[config.mk]
export PLATFORM = sky130hd
export DESIGN_NAME = stream_word_replace_core
export DESIGN_NICKNAME = d
export VERILOG_FILES = /design/src/hdl/swr_pkg.sv /design/src/hdl/swr_front.sv /design/src/hdl/swr_queue.sv /design/src/hdl/swr_back.sv /design/src/hdl/stream_word_replace_core.sv
export SDC_FILE = /design/constraint.sdc
export NUM_CORES = 1
export LEC_CHECK = 0
export BUFFER_PORTS_ARGS = -buffer_cell sky130_fd_sc_hd__buf_2
export CORE_ASPECT_RATIO = 0.9
export CORE_UTILIZATION = 43
export DETAILED_ROUTE_END_ITERATION = 10
export SYNTH_ARGS = -nofsm -noshare
export SYNTH_HDL_FRONTEND = slang
export SYNTH_SLANG_ARGS = --single-unit
[constraint.sdc]
create_clock -name clk -period 14.4 [get_ports clk]
set_input_delay 1.44 -clock clk [delete_from_list [all_inputs] [get_ports clk]]
set_output_delay 1.44 -clock clk [all_outputs]
set_load 0.02 [all_outputs]
[src/hdl/swr_pkg.sv]
// Shared types and constants for the stream word replace block.
// Used by the front, queue, back and top-level modules.
package swr_pkg;

  localparam int BYTE_W      = 8;
  localparam int WORD_W      = 64;
  localparam int LEN_W       = 4;
  localparam int MAX_BYTES   = 8;
  localparam int IDX_W       = 3;
  localparam int CFG_IDX_W   = 3;
  localparam int QUEUE_DEPTH = 4;

  // Configuration register indexes.
  localparam logic [CFG_IDX_W-1:0] CFG_SEARCH_WORD    = CFG_IDX_W'(0);
  localparam logic [CFG_IDX_W-1:0] CFG_SEARCH_LENGTH  = CFG_IDX_W'(1);
  localparam logic [CFG_IDX_W-1:0] CFG_REPLACE_WORD   = CFG_IDX_W'(2);
  localparam logic [CFG_IDX_W-1:0] CFG_REPLACE_LENGTH = CFG_IDX_W'(3);

  // One emit job: up to eight words packed low byte first, a count and an end flag.
  typedef struct packed {
    logic [WORD_W-1:0] data;
    logic [LEN_W-1:0]  count;
    logic              last;
  } job_t;

endpackage

[src/hdl/swr_front.sv]
// Front part: configuration registers, pending prefix and match classification.
// Depends on swr_pkg; produces at most one emit job per accepted word.
module swr_front #(
  parameter int MAX_WORD_BYTES = swr_pkg::MAX_BYTES
) (
  input  logic                          clk,
  input  logic                          rst,
  input  logic                          cfg_valid,
  output logic                          cfg_ready,
  input  logic [swr_pkg::CFG_IDX_W-1:0] cfg_index,
  input  logic [swr_pkg::WORD_W-1:0]    cfg_data,
  input  logic                          in_valid,
  output logic                          in_ready,
  input  logic [swr_pkg::BYTE_W-1:0]    in_byte,
  input  logic                          end_of_text,
  input  logic                          queue_full,
  output logic                          push,
  output swr_pkg::job_t                 job
);
  import swr_pkg::*;

  localparam int PCW = (MAX_WORD_BYTES > 1) ? $clog2(MAX_WORD_BYTES) : 1;
  localparam logic [LEN_W-1:0] MAXL = LEN_W'(MAX_WORD_BYTES);

  logic [WORD_W-1:0] search_word;
  logic [LEN_W-1:0]  search_length;
  logic [WORD_W-1:0] replace_word;
  logic [LEN_W-1:0]  replace_length;

  logic [BYTE_W-1:0] pending [MAX_WORD_BYTES];
  logic [BYTE_W-1:0] pending_next [MAX_WORD_BYTES];
  logic [PCW-1:0]    pending_count;
  logic [PCW-1:0]    pending_count_next;

  logic [LEN_W-1:0] slen;
  logic [LEN_W-1:0] rlen;
  logic [LEN_W-1:0] n;
  logic [LEN_W-1:0] start;
  logic [LEN_W-1:0] rem;
  logic [2*MAX_WORD_BYTES*BYTE_W-1:0] win;
  logic [MAX_WORD_BYTES-1:0] can_start;
  logic full_match;
  logic accept;
  logic cfg_write;
  logic search_write;

  assign cfg_ready    = 1'b1;
  assign cfg_write    = cfg_valid && cfg_ready;
  assign search_write = cfg_write &&
                        (cfg_index == CFG_SEARCH_WORD || cfg_index == CFG_SEARCH_LENGTH);
  assign in_ready     = !queue_full;
  assign accept       = in_valid && in_ready;

  // Configuration registers.
  always_ff @(posedge clk) begin
    if (rst) begin
      search_word    <= '0;
      search_length  <= LEN_W'(1);
      replace_word   <= '0;
      replace_length <= '0;
    end else if (cfg_write) begin
      case (cfg_index)
        CFG_SEARCH_WORD:    search_word    <= cfg_data;
        CFG_SEARCH_LENGTH:  search_length  <= cfg_data[LEN_W-1:0];
        CFG_REPLACE_WORD:   replace_word   <= cfg_data;
        CFG_REPLACE_LENGTH: replace_length <= cfg_data[LEN_W-1:0];
        default: ;
      endcase
    end
  end

  // Effective lengths, clamped to the supported range.
  always_comb begin
    if (search_length == '0) begin
      slen = LEN_W'(1);
    end else if (search_length > MAXL) begin
      slen = MAXL;
    end else begin
      slen = search_length;
    end
    rlen = (replace_length > MAXL) ? MAXL : replace_length;
    n    = LEN_W'(pending_count) + LEN_W'(1);
  end

  // The window is the pending prefix followed by the new word, zero padded.
  always_comb begin
    win = '0;
    for (int i = 0; i < MAX_WORD_BYTES; i++) begin
      if (i < int'(pending_count)) begin
        win[i*BYTE_W +: BYTE_W] = pending[i];
      end else if (i == int'(pending_count)) begin
        win[i*BYTE_W +: BYTE_W] = in_byte;
      end
    end
  end

  // Full match of the search word over the whole window.
  always_comb begin
    full_match = (n == slen);
    for (int i = 0; i < MAX_WORD_BYTES; i++) begin
      if (i < int'(n) && win[i*BYTE_W +: BYTE_W] != search_word[i*BYTE_W +: BYTE_W]) begin
        full_match = 1'b0;
      end
    end
  end

  // A position may still begin a match if its tail is a proper prefix of the search word.
  always_comb begin
    for (int s = 0; s < MAX_WORD_BYTES; s++) begin
      can_start[s] = (s < int'(n)) && ((int'(n) - s) < int'(slen));
      for (int j = 0; j < MAX_WORD_BYTES; j++) begin
        if ((s + j) < int'(n) &&
            win[(s+j)*BYTE_W +: BYTE_W] != search_word[j*BYTE_W +: BYTE_W]) begin
          can_start[s] = 1'b0;
        end
      end
    end
  end

  // Leftmost position that may begin a match; the window length if none.
  always_comb begin
    start = n;
    for (int s = MAX_WORD_BYTES - 1; s >= 0; s--) begin
      if (can_start[s]) begin
        start = LEN_W'(s);
      end
    end
  end

  // Build the emit job and the next pending prefix.
  always_comb begin
    job.last = end_of_text;
    if (full_match) begin
      job.data  = replace_word;
      job.count = rlen;
      rem       = '0;
    end else begin
      job.data  = WORD_W'(win[MAX_WORD_BYTES*BYTE_W-1:0]);
      job.count = end_of_text ? n : start;
      rem       = end_of_text ? '0 : (n - start);
    end
    pending_count_next = PCW'(rem);
    for (int i = 0; i < MAX_WORD_BYTES; i++) begin
      pending_next[i] = win[(int'(start) + i)*BYTE_W +: BYTE_W];
    end
  end

  // Jobs with nothing to emit and no end of text are dropped here.
  assign push = accept && (job.count != '0 || job.last);

  // Pending prefix storage.
  always_ff @(posedge clk) begin
    if (rst) begin
      pending_count <= '0;
    end else if (search_write) begin
      pending_count <= '0;
    end else if (accept) begin
      pending_count <= pending_count_next;
    end
  end

  always_ff @(posedge clk) begin
    if (accept) begin
      pending <= pending_next;
    end
  end

  // The pending bytes always stay shorter than the search word.
  a_pending_short: assert property (@(posedge clk) disable iff (rst)
    LEN_W'(pending_count) < slen)
    else $error("pending prefix not shorter than search word");

endmodule

[src/hdl/swr_queue.sv]
// Short job queue between the front and back parts.
// Depends on swr_pkg for the job type.
module swr_queue #(
  parameter int DEPTH = swr_pkg::QUEUE_DEPTH
) (
  input  logic          clk,
  input  logic          rst,
  input  logic          push,
  input  swr_pkg::job_t push_job,
  input  logic          pop,
  output swr_pkg::job_t head,
  output logic          empty,
  output logic          full
);
  import swr_pkg::*;

  localparam int PW = (DEPTH > 1) ? $clog2(DEPTH) : 1;
  localparam int LW = $clog2(DEPTH + 1);

  job_t          entries [DEPTH];
  logic [PW-1:0] wr_ptr;
  logic [PW-1:0] rd_ptr;
  logic [LW-1:0] level;

  assign empty = (level == '0);
  assign full  = (level == LW'(DEPTH));
  assign head  = entries[rd_ptr];

  // Pointers and fill level.
  always_ff @(posedge clk) begin
    if (rst) begin
      wr_ptr <= '0;
      rd_ptr <= '0;
      level  <= '0;
    end else begin
      if (push) begin
        wr_ptr <= (wr_ptr == PW'(DEPTH - 1)) ? '0 : wr_ptr + PW'(1);
      end
      if (pop) begin
        rd_ptr <= (rd_ptr == PW'(DEPTH - 1)) ? '0 : rd_ptr + PW'(1);
      end
      if (push && !pop) begin
        level <= level + LW'(1);
      end else if (pop && !push) begin
        level <= level - LW'(1);
      end
    end
  end

  // Entry storage.
  always_ff @(posedge clk) begin
    if (push) begin
      entries[wr_ptr] <= push_job;
    end
  end

  a_no_overflow: assert property (@(posedge clk) disable iff (rst) full |-> !push)
    else $error("job queue overflow");
  a_no_underflow: assert property (@(posedge clk) disable iff (rst) empty |-> !pop)
    else $error("job queue underflow");

endmodule

[src/hdl/swr_back.sv]
// Back part: walks each queued job and emits its words one per cycle while out_ready does not stall it.
// Depends on swr_pkg; drives the registered output channel.
module swr_back (
  input  logic                       clk,
  input  logic                       rst,
  input  swr_pkg::job_t              head,
  input  logic                       queue_empty,
  output logic                       pop,
  output logic                       out_valid,
  input  logic                       out_ready,
  output logic [swr_pkg::BYTE_W-1:0] out_byte,
  output logic                       byte_valid,
  output logic                       last
);
  import swr_pkg::*;

  logic [IDX_W-1:0] idx;
  logic             load;
  logic             final_word;

  // Load the output register whenever a job waits and the register is free or being drained.
  assign load       = !queue_empty && (!out_valid || out_ready);
  assign final_word = (head.count == '0) || (LEN_W'(idx) == head.count - LEN_W'(1));
  assign pop        = load && final_word;

  always_ff @(posedge clk) begin
    if (rst) begin
      out_valid <= 1'b0;
      idx       <= '0;
    end else if (load) begin
      out_valid <= 1'b1;
      idx       <= final_word ? '0 : idx + IDX_W'(1);
    end else if (out_ready) begin
      out_valid <= 1'b0;
    end
  end

  // Output payload; an empty job becomes the empty end marker.
  always_ff @(posedge clk) begin
    if (load) begin
      out_byte   <= (head.count == '0) ? '0 : head.data[int'(idx)*BYTE_W +: BYTE_W];
      byte_valid <= (head.count != '0);
      last       <= head.last && final_word;
    end
  end

  a_marker_is_last: assert property (@(posedge clk) disable iff (rst)
    out_valid && !byte_valid |-> last)
    else $error("empty marker without last");
  a_idx_in_job: assert property (@(posedge clk) disable iff (rst)
    !queue_empty |-> (head.count == '0 && idx == '0) || LEN_W'(idx) < head.count)
    else $error("word index beyond job count");

endmodule

[src/hdl/stream_word_replace_core.sv]
// Top level of the stream word replace block.
// Depends on swr_pkg, swr_front, swr_queue and swr_back.
//
//   Channel | Handshake              | Payload
//   --------+------------------------+-------------------------------------
//   cfg     | cfg_valid / cfg_ready  | cfg_index, cfg_data
//   in      | in_valid / in_ready    | in_byte, end_of_text
//   out     | out_valid / out_ready  | out_byte, byte_valid, last
//
// One word is accepted per cycle while the job queue has room; classification
// happens in the cycle of acceptance. The back part emits one output word per
// cycle while the receiver is ready, and the input stalls only once the
// four-entry queue fills. The first output word is written to a queue entry and
// then loaded into the output register before it is presented. Reset is
// synchronous and clears the queue, the pending count and the registers; there
// is no clearing pass.
module stream_word_replace_core #(
  parameter int MAX_WORD_BYTES = swr_pkg::MAX_BYTES,
  parameter int QUEUE_DEPTH    = swr_pkg::QUEUE_DEPTH
) (
  input  logic                          clk,
  input  logic                          rst,
  input  logic                          cfg_valid,
  output logic                          cfg_ready,
  input  logic [swr_pkg::CFG_IDX_W-1:0] cfg_index,
  input  logic [swr_pkg::WORD_W-1:0]    cfg_data,
  input  logic                          in_valid,
  output logic                          in_ready,
  input  logic [swr_pkg::BYTE_W-1:0]    in_byte,
  input  logic                          end_of_text,
  output logic                          out_valid,
  input  logic                          out_ready,
  output logic [swr_pkg::BYTE_W-1:0]    out_byte,
  output logic                          byte_valid,
  output logic                          last
);
  import swr_pkg::*;

  job_t front_job;
  job_t head_job;
  logic push;
  logic pop;
  logic queue_empty;
  logic queue_full;

  // Classification and pending prefix.
  swr_front #(
    .MAX_WORD_BYTES(MAX_WORD_BYTES)
  ) u_front (
    .clk        (clk),
    .rst        (rst),
    .cfg_valid  (cfg_valid),
    .cfg_ready  (cfg_ready),
    .cfg_index  (cfg_index),
    .cfg_data   (cfg_data),
    .in_valid   (in_valid),
    .in_ready   (in_ready),
    .in_byte    (in_byte),
    .end_of_text(end_of_text),
    .queue_full (queue_full),
    .push       (push),
    .job        (front_job)
  );

  // Job queue between the two sides.
  swr_queue #(
    .DEPTH(QUEUE_DEPTH)
  ) u_queue (
    .clk     (clk),
    .rst     (rst),
    .push    (push),
    .push_job(front_job),
    .pop     (pop),
    .head    (head_job),
    .empty   (queue_empty),
    .full    (queue_full)
  );

  // Word serializer and output register.
  swr_back u_back (
    .clk        (clk),
    .rst        (rst),
    .head       (head_job),
    .queue_empty(queue_empty),
    .pop        (pop),
    .out_valid  (out_valid),
    .out_ready  (out_ready),
    .out_byte   (out_byte),
    .byte_valid (byte_valid),
    .last       (last)
  );

endmodule

======== Word-level counts from Yosys, hierarchy flattened ========
Memories as Yosys holds them, arrays and structs flattened. A register that Yosys moved wholly into a read port is not among the register bits.
Cells that the tools add are included.
cells by class
  reduce and logical (&&, ||, !) cells .... 110
  shifts and indexed selects .............. 8
  $add $sub $neg .......................... 21
  $lt $le $gt $ge ......................... 32
  equality and inequality tests ........... 51
  mux-type cells .......................... 113
  bitwise operators ....................... 0
  multiply operators ...................... 0
  divide/modulo/power cells ............... 0
operators with widths
  cell                                                                          count
  128-bit by 32-bit indexed part select with 8-bit output                       6
  8-bit != test                                                                 36
  32-bit by 5-bit less-than comparator with 1-bit output                        7
  128-bit by 8-bit indexed part select with 8-bit output                        1
  8-bit two-way mux                                                             15
  1-bit logical AND                                                             80
  1-bit two-way mux                                                             76
  68-bit two-way mux                                                            1
  64-bit by 7-bit indexed part select with 8-bit output                         1
  8-bit nonzero test                                                            7
  4-bit two-way mux                                                             12
  4-bit less-than comparator (first input constant)                             7
  4-bit by 3-bit subtractor with 5-bit output (second input constant)           4
  3-bit by 4-bit less-than comparator with 1-bit output (first input constant)  4
  4-bit by 3-bit adder with 5-bit output (second input constant)                3
  3-bit two-way mux                                                             5
  3-bit == test (first input constant)                                          4
  4-bit by 2-bit adder with 5-bit output (second input constant)                2
  4-bit by 2-bit subtractor with 5-bit output (second input constant)           2
  3-bit zero test                                                               3
  3-bit less-than comparator (first input constant)                             3
  4-bit greater-than comparator (second input constant)                         2
  4-bit zero test                                                               2
  1-bit by 4-bit less-than comparator with 1-bit output (first input constant)  2
  27 further kinds                                                              50
word-level totals
  RAM bits ................................ 276
  latch bits .............................. 0
  bits in read-only memories .............. 0
  output and inout bits ................... 13
  register bits after elaboration ......... 216
  memories ................................ 1
memory list
  memory           depth  width  rd ports  clocked after memory_dff  write ports  RTL line         RTL
  u_queue.entries  4      69     1         1                         1            swr_queue.sv:20  job_t entries [DEPTH];

======== Longest topological paths before layout ========
  depth after elaboration ................. 30
  mapped depth ............................ 31
  depth with buffers taken out ............ 25

======== Cells and area by module ========
From an unflattened synthesis, not the netlist that was laid out.
second synthesis, totals
  cell total of the unflattened synthesis .. 2722
  area, all modules ....................... 28222.1 µm²
by module, submodules not included
  module     cells an instance  seq. area each (µm²)  times used  area each (µm²)
  swr_front  2228               4464.3                1           16693.5
  swr_queue  405                8468.1                1           10407.5
  swr_back   89                 380.4                 1           1121.1

======== Least setup slack after synthesis ========
Ideal clock, no wire load.
  path kind ............................... register -> register
  start point ............................. register u_front.pending_count[2]
  end point ............................... memory u_queue.entries[0][0] (netlist bit) (enable)
  setup slack ............................. 7764 ps
  arrival ................................. 6201 ps
  data required time ...................... 13965 ps
  period minus slack after synthesis ...... 6636 ps
  path buffers ............................ 5
  setup time .............................. 435 ps
  cell stages (with the launch flop) ...... 26
  cells stage by stage .................... dfxtp_1 buf_4 inv_2 clkbuf_1 clkbuf_1 ha_1 clkbuf_1 inv_1 ha_1 inv_1 ha_1 inv_1 ha_1 a21o_1 a31oi_1 o32ai_1 nor4_1 o2111ai_1 o21a_1 nor3_1 o311ai_4 inv_2 a211o_1 o41a_1 buf_2 and2_1
on the way
  cells in the longest elaborated chain, start to end .. 27
  elaborated cells between the ends (all ways) .. 257
  classes of those cells .................. add/sub (8); order compare (30); eq/ne (44); mux (99); reduce/logical (76)
RTL lines
  element                                                                                  RTL line                            RTL
  start: declaration                                                                       swr_front.sv:32                     logic [PCW-1:0] pending_count;
  start signal: assignment                                                                 swr_front.sv:158                    pending_count <= pending_count_next;
  3-bit by 1-bit adder with 4-bit output (tied with other cells)                           swr_front.sv:82                     n = LEN_W'(pending_count) + LEN_W'(1);
  4-bit by 3-bit subtractor with 5-bit output / 8-bit two-way mux (equally long branches)  swr_front.sv:110, swr_front.sv:91
  32-bit by 5-bit less-than comparator with 1-bit output (tied with other cells)           swr_front.sv:110                    can_start[s] = (s < int'(n)) && ((int'(n) - s) < int'(slen));
  1-bit logical AND (tied with other cells)                                                swr_front.sv:110
  1-bit two-way mux / 1-bit logical AND (equally long branches)                            swr_front.sv:112                    if ((s + j) < int'(n) &&
  1-bit two-way mux (7 in a row)                                                           swr_front.sv:112
  4-bit two-way mux / 1-bit two-way mux (equally long branches)                            swr_front.sv:124, swr_front.sv:112
  4-bit two-way mux (7 in a row)                                                           swr_front.sv:124                    if (can_start[s]) begin
  4-bit two-way mux                                                                        swr_front.sv:139                    job.count = end_of_text ? n : start;
  68-bit two-way mux (*)                                                                   swr_front.sv:133                    if (full_match) begin
  4-bit nonzero test (*)                                                                   swr_front.sv:149                    assign push = accept && (job.count != '0 || job.last);
  1-bit logical OR (*)                                                                     swr_front.sv:149
  1-bit logical AND (*)                                                                    swr_front.sv:149
  named net push                                                                           stream_word_replace_core.sv:41      logic push;
  1-bit two-way mux (*)                                                                    swr_queue.sv:52                     if (push) begin
  1-bit two-way mux (not written as such) (*)                                              swr_queue.sv:53                     entries[wr_ptr] <= push_job;
  end: declaration                                                                         swr_queue.sv:20
Mark *: on every way through the listed nets, which the timed path passes. The rest lies on a longest branch.

======== Worst setup path in the final report ========
  start point ............................. register u_front.pending_count[2]
  end point ............................... memory u_queue.entries[2][66] (netlist bit) (enable)
on the way
  cells in the longest elaborated chain, start to end .. 27
  elaborated cells between the ends (all ways) .. 257
  classes of those cells .................. add/sub (8); order compare (30); eq/ne (44); mux (99); reduce/logical (76)
RTL lines
  element                                                                                  RTL line
  3-bit by 1-bit adder with 4-bit output (tied with other cells)                           swr_front.sv:82
  4-bit by 3-bit subtractor with 5-bit output / 8-bit two-way mux (equally long branches)  swr_front.sv:110, swr_front.sv:91
  32-bit by 5-bit less-than comparator with 1-bit output (tied with other cells)           swr_front.sv:110
  1-bit logical AND (tied with other cells)                                                swr_front.sv:110
  1-bit two-way mux / 1-bit logical AND (equally long branches)                            swr_front.sv:112
  1-bit two-way mux (7 in a row)                                                           swr_front.sv:112
  4-bit two-way mux / 1-bit two-way mux (equally long branches)                            swr_front.sv:124, swr_front.sv:112
  4-bit two-way mux (7 in a row)                                                           swr_front.sv:124
  4-bit two-way mux                                                                        swr_front.sv:139
  68-bit two-way mux (*)                                                                   swr_front.sv:133
  4-bit nonzero test (*)                                                                   swr_front.sv:149
  1-bit logical OR (*)                                                                     swr_front.sv:149
  1-bit logical AND (*)                                                                    swr_front.sv:149
  1-bit two-way mux (*)                                                                    swr_queue.sv:52
  1-bit two-way mux (not written as such) (*)                                              swr_queue.sv:53
Every way passes the cells marked *; elsewhere a longest branch is shown, timed or not.

==> reports/summary.md <==
## Clock network
* **maximum clock path buffer count** 3
* **clock sink count** 494
* **CTS Buf Count** 52
* **Resized cells post-CTS** 0
* **number of setup buffers added after CTS** 0
* **number of H-tree levels** 2
* **hold bufs inserted after CTS** 0
* **CTS tree** yes
* **clock transition at the register clock pins on the worst setup and hold paths after CTS** 0.06 ns
* **cell at the root of the clock tree** sky130_fd_sc_hd__clkbuf_16
* **clock latency of the later-clocked register in the worst-skew pair** 0.62 ns

## Drt
* **violation count after the first detailed-routing iteration** 2878
* **First-pass DRT Iterations** 6
* **total wire length** 118000 um
* **via count of the routed design** 23700
* **post-detailed-route wirelength per cell** 32.6 um
* **drt via density** 6.55
* **number of nets with antenna violations after routing** 0
* **number of design rule violations left after detail routing** 0

## Final layout
* **Layout Nets** 2847
* **finished layout cell area** 0.0311 mm^2
* **Layout Utilization** 0.482
* **ratio of cells with drive above 1 in the final layout** 0.152
* **Layout Area Growth over Synthesis** 9.99%
* **fillcell total** 6050

## Worst setup path
* **standard cell with the maximum stage delay on the critical path** sky130_fd_sc_hd__ha_1
* **data required time at the worst endpoint** 14.64 ns
* **Worst Path Arrival** 8.44 ns
* **critical path fanouts, max** 49
* **Top Family by Delay on Critical Path** buffers and inverters
* **critical path's largest stage delay** 0.89 ns
* **endpoint class of the critical path** flop
* **cell breakdown of the critical path** inv_2 > ha_1 > inv_1 > ha_1 > inv_1 > ha_1 > inv_1 > ha_1 > a21o_1 > a31oi_1 > o32ai_1 > nor4_1 > o2111ai_1 > o21a_1 > nor3_1 > o311ai_4 > buf_4 > inv_2 > a211o_1 > o41a_1 > and2_4 > buf_4
* **type of element launching the critical path** flop
* **crit path kind** reg -> reg
* **number of buffers and inverters on the critical path** 7
* **most common cell type on the critical path** sky130_fd_sc_hd__ha_1

## GRT
* **global routing met3 resource utilization** 0.0720
* **total congestion overflow** 0
* **number of antenna violations at the first check in global routing** 1
* **largest net degree at the start of global routing** 81
* **total global routing track utilization** 0.349
* **global-route track usage on met2** 0.514
* **global routing met1 resource utilization** 0.492
* **first-pass GRT wire length** 166000 um
* **Most Crowded Layer GR** met2
* **via count of the first global-routing pass** 22400

## Pwr
* **register share of total power** 0.461
* **areal power density over the cells** 124 mW/mm^2
* **internal portion of total power** 2.74 mW
* **power dissipated by switching net loads** 1.12 mW
* **switching power as a share of total power** 0.291
* **combinational share of power** 0.194
* **clock network power share** 0.346
* **Max IR drop VDD** 143 uV
* **LEAKAGE** 10.8 nW

## Place
* **Placed Instance Area** 0.0294 mm^2
* **worst slack at placement** 5.96 ns
* **final weighted congestion of routability-driven global placement** 1.03
* **number of buffers inserted by port buffering** 92
* **Final HPWL DP** 84100 um

## Synth
* **ranking of synthesized cells by area** sky130_fd_sc_hd__edfxtp_1 (36%), sky130_fd_sc_hd__dfxtp_1 (11%), sky130_fd_sc_hd__mux4_2 (6.8%)
* **number of unique standard cell types used by synthesis** 91
* **EDFF count, synth** 342
* **commonest cells in the synthesized netlist** sky130_fd_sc_hd__nand2_1 (415), sky130_fd_sc_hd__edfxtp_1 (342), sky130_fd_sc_hd__a21oi_1 (198)
* **most frequently used cell type in the post-synthesis netlist** sky130_fd_sc_hd__nand2_1
* **post-synthesis instance area** 0.0283 mm^2
* **count of state elements after synthesis** 494
* **share of the yosys chip area belonging to registers** 0.471
* **proportion of register bits with asynchronous set or reset after synthesis** 0
* **Synth Area per Inst** 10.4 um^2
* **area share of the largest cell type after synthesis** 0.363
* **count of synthesis-stage warnings from yosys** 0
* **number of standard cells after synthesis** 2729
* **top cell type by total area after synthesis** sky130_fd_sc_hd__edfxtp_1
* **ys flop type** sky130_fd_sc_hd__edfxtp_1
* **syn nets** 2862

## Timing
* **final max-slew violation count** 0
* **count of final setup violators** 0
* **transition time at the pin with the least slew margin** 1.37 ns
* **Slew headroom** 0.0770
* **Hold Slack** 0.456 ns
* **setup repair after global routing missed its margin** false
* **maximum clock frequency** 122 MHz
* **share of the cycle needed by the critical path after routing** 0.570
* **number of hold violations in the final report** 0
* **fin worst setup slack** 6.19 ns
* **Post-Route Skew** 0.0190 ns
* **Final TNS setup** 0 ns
* **final critical-path required period** 8.21 ns

## Floorplan
* **initial core utilization** 0.438
* **count of standard-cell rows** 88
* **x dimension of the die** 272 um
* **overall die height** 245 um
* **IO Pins** 94
* **Floorplan Core Area** 0.0645 mm^2
* **die outline area** 0.0668 mm^2

## Hold path
* **worst min path class** reg -> reg

## Job
* **number of maximum-capacitance violations** 0

## Outcome
* **run status** completed

[metal layers]
metal  up-vias  wire (um)
met2      1376      50400
met3       286      11300
li1      10100          -
met5         -          0
met4         0       5810
met1     11900      50200
[layout by cell type (no fill, tap or decap), types with 14 or more instances in the layout]
cell type / instances
sky130_fd_sc_hd__a21o_1: 16
sky130_fd_sc_hd__a21oi_1: 198
sky130_fd_sc_hd__a221oi_1: 18
sky130_fd_sc_hd__a22oi_1: 57
sky130_fd_sc_hd__a31oi_1: 14
sky130_fd_sc_hd__a32o_1: 14
sky130_fd_sc_hd__and2_1: 14
sky130_fd_sc_hd__and3_1: 14
sky130_fd_sc_hd__buf_2: 91
sky130_fd_sc_hd__buf_4: 72
sky130_fd_sc_hd__clkbuf_1: 15
sky130_fd_sc_hd__clkbuf_16: 52
sky130_fd_sc_hd__dfxtp_1: 148
sky130_fd_sc_hd__edfxtp_1: 342
sky130_fd_sc_hd__ha_1: 49
sky130_fd_sc_hd__inv_1: 45
sky130_fd_sc_hd__mux2_2: 30
sky130_fd_sc_hd__mux2i_1: 67
sky130_fd_sc_hd__mux4_2: 85
sky130_fd_sc_hd__nand2_1: 415
sky130_fd_sc_hd__nand2b_1: 16
sky130_fd_sc_hd__nand3_1: 43
sky130_fd_sc_hd__nand3b_1: 14
sky130_fd_sc_hd__nand4_1: 40
sky130_fd_sc_hd__nor2_1: 156
sky130_fd_sc_hd__nor2b_1: 23
sky130_fd_sc_hd__nor3_1: 24
sky130_fd_sc_hd__nor4_1: 30
sky130_fd_sc_hd__nor4bb_1: 17
sky130_fd_sc_hd__o21a_1: 37
sky130_fd_sc_hd__o21ai_0: 127
sky130_fd_sc_hd__o22a_1: 14
sky130_fd_sc_hd__o22ai_1: 30
sky130_fd_sc_hd__xnor2_1: 131
sky130_fd_sc_hd__xor2_1: 50
[cell families after synthesis]
family | Yosys count | synth area share
other cells | 1 | 0.000133
mux | 182 | 0.103
compound gates | 675 | 0.161
buf+inv | 284 | 0.0421
simple gates | 860 | 0.143
flops | 494 | 0.471
xor+xnor | 181 | 0.0560
fa+ha+maj | 52 | 0.0235
[worst min-delay path: cells and delay by family (launching register included)]
kind            cells  cell delay [ns]
simple gates        1             0.05
flops               1             0.31
compound gates      1             0.05
[through the flow]
step | power [mW] | instances
6_report | 3.86 | 3613
5_1_grt | 3.99 | 3612
4_1_cts | 3.88 | 3612
3_5_place_dp | 2.56 | 3515
3_3_place_gp | 2.54 | 3515
2_1_floorplan | 2.28 | 2729
[worst paths after layout]
| path | start | end | slack [ns] | depth (start not counted) |
|---|---|---|---|---|
| hold / removal | u_front.replace_word[47] | u_front.replace_word[47] | 0.46 | 2 |
| setup reg to reg | u_front.pending_count[2] | u_queue.entries[2][66] | 6.19 | 22 |
| hold reg to reg | u_front.replace_word[47] | u_front.replace_word[47] | 0.46 | 2 |
| setup / recovery | u_front.pending_count[2] | u_queue.entries[2][66] | 6.19 | 22 |
[flip-flops by register name (all words and copies together) (netlist names), 3 cells and up, named ones only]
| signal | flops |
|---|---|
| u_front.search_word | 64 |
| u_front.pending | 56 |
| u_queue.level | 3 |
| u_front.replace_word | 64 |
| u_back.out_byte | 8 |
| u_back.idx | 3 |
| u_front.pending_count | 3 |
| u_front.search_length | 4 |
| u_front.replace_length | 4 |
| u_queue.entries | 276 |
[final cells by class]
class / count / area (um^2) / area share
well taps: 855 / 1070 / 0.0344
inverters: 52 / 195 / 0.00627
diodes: 1 / 2.50 / 0.0000804
multi-input cells: 1951 / 13800 / 0.445
flip-flops and latches: 494 / 13300 / 0.428
clock inverters: 26 / 270 / 0.00869
repair buffers: 163 / 996 / 0.0320
clock buffers: 71 / 1410 / 0.0454
[power by group through the flow]
stage | clock network, mW | registers, mW | logic, mW
floorplan | 0 | 1.78 | 0.497
global placement | 0 | 1.80 | 0.742
detailed placement | 0 | 1.81 | 0.748
CTS | 1.35 | 1.78 | 0.750
global route | 1.40 | 1.79 | 0.797
finish | 1.33 | 1.78 | 0.747
No activity file was read; power rests on OpenSTA's default activity.
